<file path="src/rtl/core/sbp_pkg.sv">
package sbp_pkg;

    localparam int SAMPLE_WIDTH    = 24;
    localparam int PHASE_FRAC_BITS = 13;
    localparam int PHASE_WIDTH     = PHASE_FRAC_BITS + 3;
    localparam int THRESH_WIDTH    = 8;

    // angle arithmetic in Q.30 radians, rounded once at the end
    localparam int ANGLE_BITS  = 30;
    localparam int ANGLE_WIDTH = ANGLE_BITS + 4;
    localparam int DROP_BITS   = ANGLE_BITS - PHASE_FRAC_BITS;

    // normalised operands have their leading one at bit NORM_BIT
    localparam int NORM_BIT    = 40;
    localparam int NORM_WIDTH  = NORM_BIT + 1;
    localparam int NORM_STEPS  = $clog2(NORM_WIDTH);
    localparam int XY_WIDTH    = NORM_WIDTH + 3;
    localparam int TABLE_LEN   = 24;

    // squaring, summing, one stage per root bit, rounding
    localparam int MAG_LAT     = SAMPLE_WIDTH + 3;

    localparam longint PI_Q30_VAL      = 64'sd3373259426;
    localparam longint HALF_PI_Q30_VAL = 64'sd1686629713;

    localparam logic signed [ANGLE_WIDTH-1:0] PI_Q30      = ANGLE_WIDTH'(PI_Q30_VAL);
    localparam logic signed [ANGLE_WIDTH-1:0] HALF_PI_Q30 = ANGLE_WIDTH'(HALF_PI_Q30_VAL);
    localparam logic signed [PHASE_WIDTH-1:0] PHASE_PI    =
        PHASE_WIDTH'((PI_Q30_VAL + (64'sd1 <<< (DROP_BITS - 1))) >>> DROP_BITS);

    typedef struct packed {
        logic signed [SAMPLE_WIDTH-1:0] real_part;
        logic signed [SAMPLE_WIDTH-1:0] imag_part;
        logic                           last_bin;
    } bin_item_t;

    typedef struct packed {
        logic        [SAMPLE_WIDTH-1:0] magnitude;
        logic signed [PHASE_WIDTH-1:0]  phase;
        logic                           last_out;
    } polar_item_t;

    typedef enum logic [1:0] {
        PH_ROTATE,
        PH_ZERO,
        PH_POS_HALF,
        PH_NEG_HALF
    } phase_class_t;

    typedef struct packed {
        phase_class_t cls;
        logic         re_neg;
        logic         im_neg;
    } phase_side_t;

    // floor(atan(2^-i) * 2^30)
    function automatic logic [31:0] atan_entry(input int unsigned idx);
        logic [31:0] val;
        case (idx)
            0:       val = 32'h3243F6A8;
            1:       val = 32'h1DAC6705;
            2:       val = 32'h0FADBAFC;
            3:       val = 32'h07F56EA6;
            4:       val = 32'h03FEAB76;
            5:       val = 32'h01FFD55B;
            6:       val = 32'h00FFFAAA;
            7:       val = 32'h007FFF55;
            8:       val = 32'h003FFFEA;
            9:       val = 32'h001FFFFD;
            10:      val = 32'h000FFFFF;
            11:      val = 32'h0007FFFF;
            12:      val = 32'h0003FFFF;
            13:      val = 32'h0001FFFF;
            14:      val = 32'h0000FFFF;
            15:      val = 32'h00007FFF;
            16:      val = 32'h00003FFF;
            17:      val = 32'h00001FFF;
            18:      val = 32'h00000FFF;
            19:      val = 32'h000007FF;
            20:      val = 32'h000003FF;
            21:      val = 32'h000001FF;
            22:      val = 32'h000000FF;
            23:      val = 32'h0000007F;
            default: val = 32'h00000000;
        endcase
        return val;
    endfunction

endpackage

</file>
<file path="src/rtl/core/sbp_mag.sv">
module sbp_mag (
    input  logic                             clk,
    input  logic [sbp_pkg::SAMPLE_WIDTH-1:0] abs_re,
    input  logic [sbp_pkg::SAMPLE_WIDTH-1:0] abs_im,
    output logic [sbp_pkg::SAMPLE_WIDTH-1:0] magnitude
);
    import sbp_pkg::*;

    localparam int SW = SAMPLE_WIDTH;
    localparam int RW = 2 * SW;
    localparam int MW = SW + 2;

    logic [RW-1:0] sq_re_reg;
    logic [RW-1:0] sq_im_reg;
    logic [RW-1:0] rad_reg  [0:SW-1];
    logic [SW-1:0] root_reg [0:SW];
    logic [MW-1:0] rem_reg  [0:SW];
    logic [SW-1:0] root_next [0:SW-1];
    logic [MW-1:0] rem_next  [0:SW-1];
    logic [SW:0]   mag_sum;
    logic [SW-1:0] mag_reg;

    always_ff @(posedge clk)
    begin
        sq_re_reg   <= RW'(abs_re) * RW'(abs_re);
        sq_im_reg   <= RW'(abs_im) * RW'(abs_im);
        rad_reg[0]  <= sq_re_reg + sq_im_reg;
        root_reg[0] <= '0;
        rem_reg[0]  <= '0;
    end

    // one root bit per stage, radicand consumed two bits at a time
    for (genvar i = 0; i < SW; i++) begin : g_root
        logic [MW-1:0] rem_sh;
        logic [MW-1:0] trial;
        logic [MW:0]   diff;

        always_comb
        begin
            rem_sh       = {rem_reg[i][SW-1:0], rad_reg[i][RW-1 -: 2]};
            trial        = {root_reg[i], 2'b01};
            diff         = {1'b0, rem_sh} - {1'b0, trial};
            root_next[i] = {root_reg[i][SW-2:0], ~diff[MW]};
            rem_next[i]  = diff[MW] ? rem_sh : diff[MW-1:0];
        end

        always_ff @(posedge clk)
        begin
            root_reg[i+1] <= root_next[i];
            rem_reg[i+1]  <= rem_next[i];
        end

        if (i < SW - 1) begin : g_shift
            always_ff @(posedge clk)
            begin
                rad_reg[i+1] <= {rad_reg[i][RW-3:0], 2'b00};
            end
        end
    end

    // round up when the remainder exceeds the floor root
    assign mag_sum = {1'b0, root_reg[SW]}
                   + {{SW{1'b0}}, (rem_reg[SW] > {2'b00, root_reg[SW]})};

    always_ff @(posedge clk)
    begin
        mag_reg <= mag_sum[SW] ? {SW{1'b1}} : mag_sum[SW-1:0];
    end

    assign magnitude = mag_reg;

endmodule

</file>
<file path="config.mk">
export PLATFORM = sky130hd
export DESIGN_NAME = sbp_mag
export DESIGN_NICKNAME = d
export VERILOG_FILES = /design/src/rtl/core/sbp_pkg.sv /design/src/rtl/core/sbp_mag.sv
export SDC_FILE = /design/constraint.sdc
export NUM_CORES = 2
export LEC_CHECK = 0
export BUFFER_PORTS_ARGS = -buffer_cell sky130_fd_sc_hd__buf_2
export CAP_MARGIN = 25
export CORE_ASPECT_RATIO = 0.7
export CORE_MARGIN = 3
export CORE_UTILIZATION = 45
export CTS_CLUSTER_SIZE = 30
export DETAILED_ROUTE_END_ITERATION = 6
export GPL_TIMING_DRIVEN = 0
export MAX_ROUTING_LAYER = met4
export PLACE_DENSITY = 0.73
export SETUP_SLACK_MARGIN = 0.15
export SLEW_MARGIN = 20
export SYNTH_ARGS = -nofsm -noshare
export SYNTH_HDL_FRONTEND = slang
export SYNTH_SLANG_ARGS = --single-unit
</file>
<file path="constraint.sdc">
create_clock -name clk -period 7.86 [get_ports clk]
set_input_delay 1.572 -clock clk [delete_from_list [all_inputs] [get_ports clk]]
set_output_delay 1.572 -clock clk [all_outputs]
set_load 0.02 [all_outputs]
</file>
==> summary.txt <==
Status
  – Status: complete, no violations

Critical path
  – Critical path launch point type: primary input
  – CP Capture Type: flop
  – CP max-delay cell: fa_1
  – Delay of the slowest critical-path stage: 570 ps
  – Most frequent CP cell: inv_2
  – Worst path buffer plus inverter count: 10
  – Critical path class: in2reg
  – Critical path fanouts, max: 10
  – Required time of the critical path: 8490 ps
  – Critical Path AT: 8260 ps
  – CP top delay family: adder cells

Synthesis
  – Synth warnings: 0
  – Prevailing post-synth register cell: dfxtp_1
  – Cell taking the most area after synthesis: dfxtp_1
  – Xor/xnor share of the synthesized area: 5.75%
  – Compound-Gate Fraction of Synth Area: 9.26%
  – Yosys cell types: 89
  – Post-Synth Simple-Gate Area: 11.3%
  – Syn Area/Cell: 9.82 um2
  – Synth Instances: 9003
  – Commonest cells post-synth: inv_1 (1631), dfxtp_1 (1565), fa_1 (844)
  – Synthesized area: 0.0884 mm2
  – Sequential area share after synthesis: 35.5%
  – Main combinational cell family by area after synthesis: adder cells
  – Post-synth EDFFs: 0
  – Area contributors post-synth: dfxtp_1 (35%), fa_1 (19%), ha_1 (10%), inv_1 (6.9%), xnor2_1 (3.3%)
  – Adder and majority gate portion of the synthesized area: 29.4%
  – Share of the synthesized area in the top cell type: 35.5%
  – Post-synth ARST share: 0%
  – Mux cell area share after synthesis: 1.06%
  – Post-Syn Nets: 10600
  – Flops & latches, synth: 1565
  – Top-count cell post-synth: inv_1

STA
  – Crit share post-route: 97.1%
  – Relative slew slack: 28.2%
  – Final setup vio count: 0
  – RSZ-0062 raised after global routing: true
  – FMAX: 0.131 GHz
  – Final hold vios: 0
  – Worst slew pin tran: 1070 ps
  – Post-layout min period: 7630 ps
  – Pins Over Slew Limit: 0
  – Clock Skews: 77.4 ps

GRT
  – Number of global-route vias before repair: 63200
  – Initial antenna violation count: 7
  – First-pass GRT wire length: 332000 um
  – Largest net degree at the start of global routing: 20
  – Gr ovfl total: 0
  – GRT Util Overall: 21.0%

Drt
  – Detailed Route WL: 208000 um
  – Via count: 61100
  – Final ANT Viol Nets: 0
  – # DRC: 0
  – Via/cell ratio: 5.08
  – Drt initial violations: 4172
  – Wirelength per Cell: 17.3 um
  – DR pass1 iterations: 6

Floorplanning
  – Chip Width: 536 um
  – DIE AREA: 0.202 mm2
  – Die height: 377 um
  – Row count: 135
  – Core area: 0.194 mm2
  – Initial Util: 45.5%
  – Io pins: 73

Place
  – Hpwl dp: 165000 um
  – PortBufs: 71
  – Inst Count DP: 11700
  – Final GP Congestion: 0.976

Final layout
  – Fin nets: 10900
  – Register Area: 0.0313 mm2
  – Share of layout cells above drive strength 1: 8.78%
  – Multi-input gate area: 0.0510 mm2
  – Max reg flops: 600
  – Cell Count, Final, Fillers Out: 12000
  – Area Growth Syn to Fin: 13.1%
  – Filler Cell Count: 17200

Clock tree
  – Skew-Pair Late Insertion Delay: 790 ps
  – Cts bufs inserted: 142
  – Buffers from clock root to sink, at most: 4
  – Root buffer cell: clkbuf_16
  – CTS tree: done
  – Clock Pin Slew Worst Setup and Hold Paths: 70 ps
  – CTS Sinks: 1565
  – CTS Hold Bufs: 0
  – CTS H-tree depth: 4

Min path
  – Worst hold path class: reg2reg

Run
  – Max Cap Viol: 0
-- routing by layer --
layer | up-vias | global-route usage [%] | wire length (um)
met5 | - | - | 0
met4 | 0 | 5.15 | 5500
met3 | 361 | 3.96 | 15300
met2 | 1700 | 32.3 | 92000
met1 | 29700 | 28.6 | 95600
li1 | 29400 | - | -
-- worst reg2reg max path: cells and delay by family (launching register included) --
family	cells	cell delay [ps]
AND/OR/NAND/NOR	7	1680
AO/OA/AOI/OAI	8	1040
adder cells (fa/ha/maj)	3	800
buffers and inverters	3	630
flip-flops	1	350
-- cell type report --
class,count,area share (%)
well taps,2603,3.26
plain buffers,188,1.90
repair buffers,174,1.52
multi-input cells,5618,51.1
diodes,6,0.0150
inverters,1632,6.17
flip-flops and latches,1565,31.3
clock inverters,52,0.692
clock buffers,192,4.05
-- path summary, 6_finish.rpt --
path | startpoint | to | slack (ps) | cells after the start
setup / recovery | abs_im[5] | sq_im_reg[47] | 230 | 29
hold / removal | rad_reg[0][350] | rad_reg[1][16] | 250 | 0
setup reg to reg | root_reg[1][193] | magnitude[9] | 3300 | 21
hold reg to reg | rad_reg[0][350] | rad_reg[1][16] | 250 | 0
-- kinds of logic after synthesis --
kind of cell	count (synthesis)
XOR/XNOR	580
adder cells (fa/ha/maj)	1571
AO/OA/AOI/OAI	1306
flip-flops	1565
AND/OR/NAND/NOR	2076
buffers and inverters	1820
other	1
multiplexers	84
-- layout by cell type, fill, tap and decap left out, types with 81 or more instances in the layout --
cell type	count
inv_1	1594
dfxtp_1	1565
fa_1	828
ha_1	707
nand2_1	650
nor2_1	447
a21oi_1	412
xnor2_1	326
o21ai_0	269
xor2_1	251
and2_1	225
a21o_1	167
clkbuf_16	163
nor3_1	163
buf_4	102
clkbuf_1	91
o21a_1	88
nand3_1	81
-- stage by stage --
| stage | TNS (ps) | instance area, um2 | worst slack [ps] | utilization (%) | hold WS (ps) |
|---|---|---|---|---|---|
| detailed placement | -64740 | 92400 | -1810 | 47.6 | 312 |
| global route | 0 | 99900 | 64.1 | 51.4 | 260 |
| CTS | 0 | 98100 | 130 | 50.5 | 251 |
| global placement | -60200 | 92400 | -1760 | 47.6 | 310 |
| finish | 0 | 99900 | 228 | 51.5 | 253 |
| floorplan | 0 | 88800 | 148 | - | 310 |
-- timing repair --
action	in CTS	in global routing
endpoints found under the setup margin	46	34
gates resized for setup	234	379
pin swaps	19	97
endpoints found under the hold margin	0	0
setup buffers	17	79
cloned	0	6
Power is not shown: default switching activity piles up to over one toggle a cycle in this logic, so the estimate is an artifact.
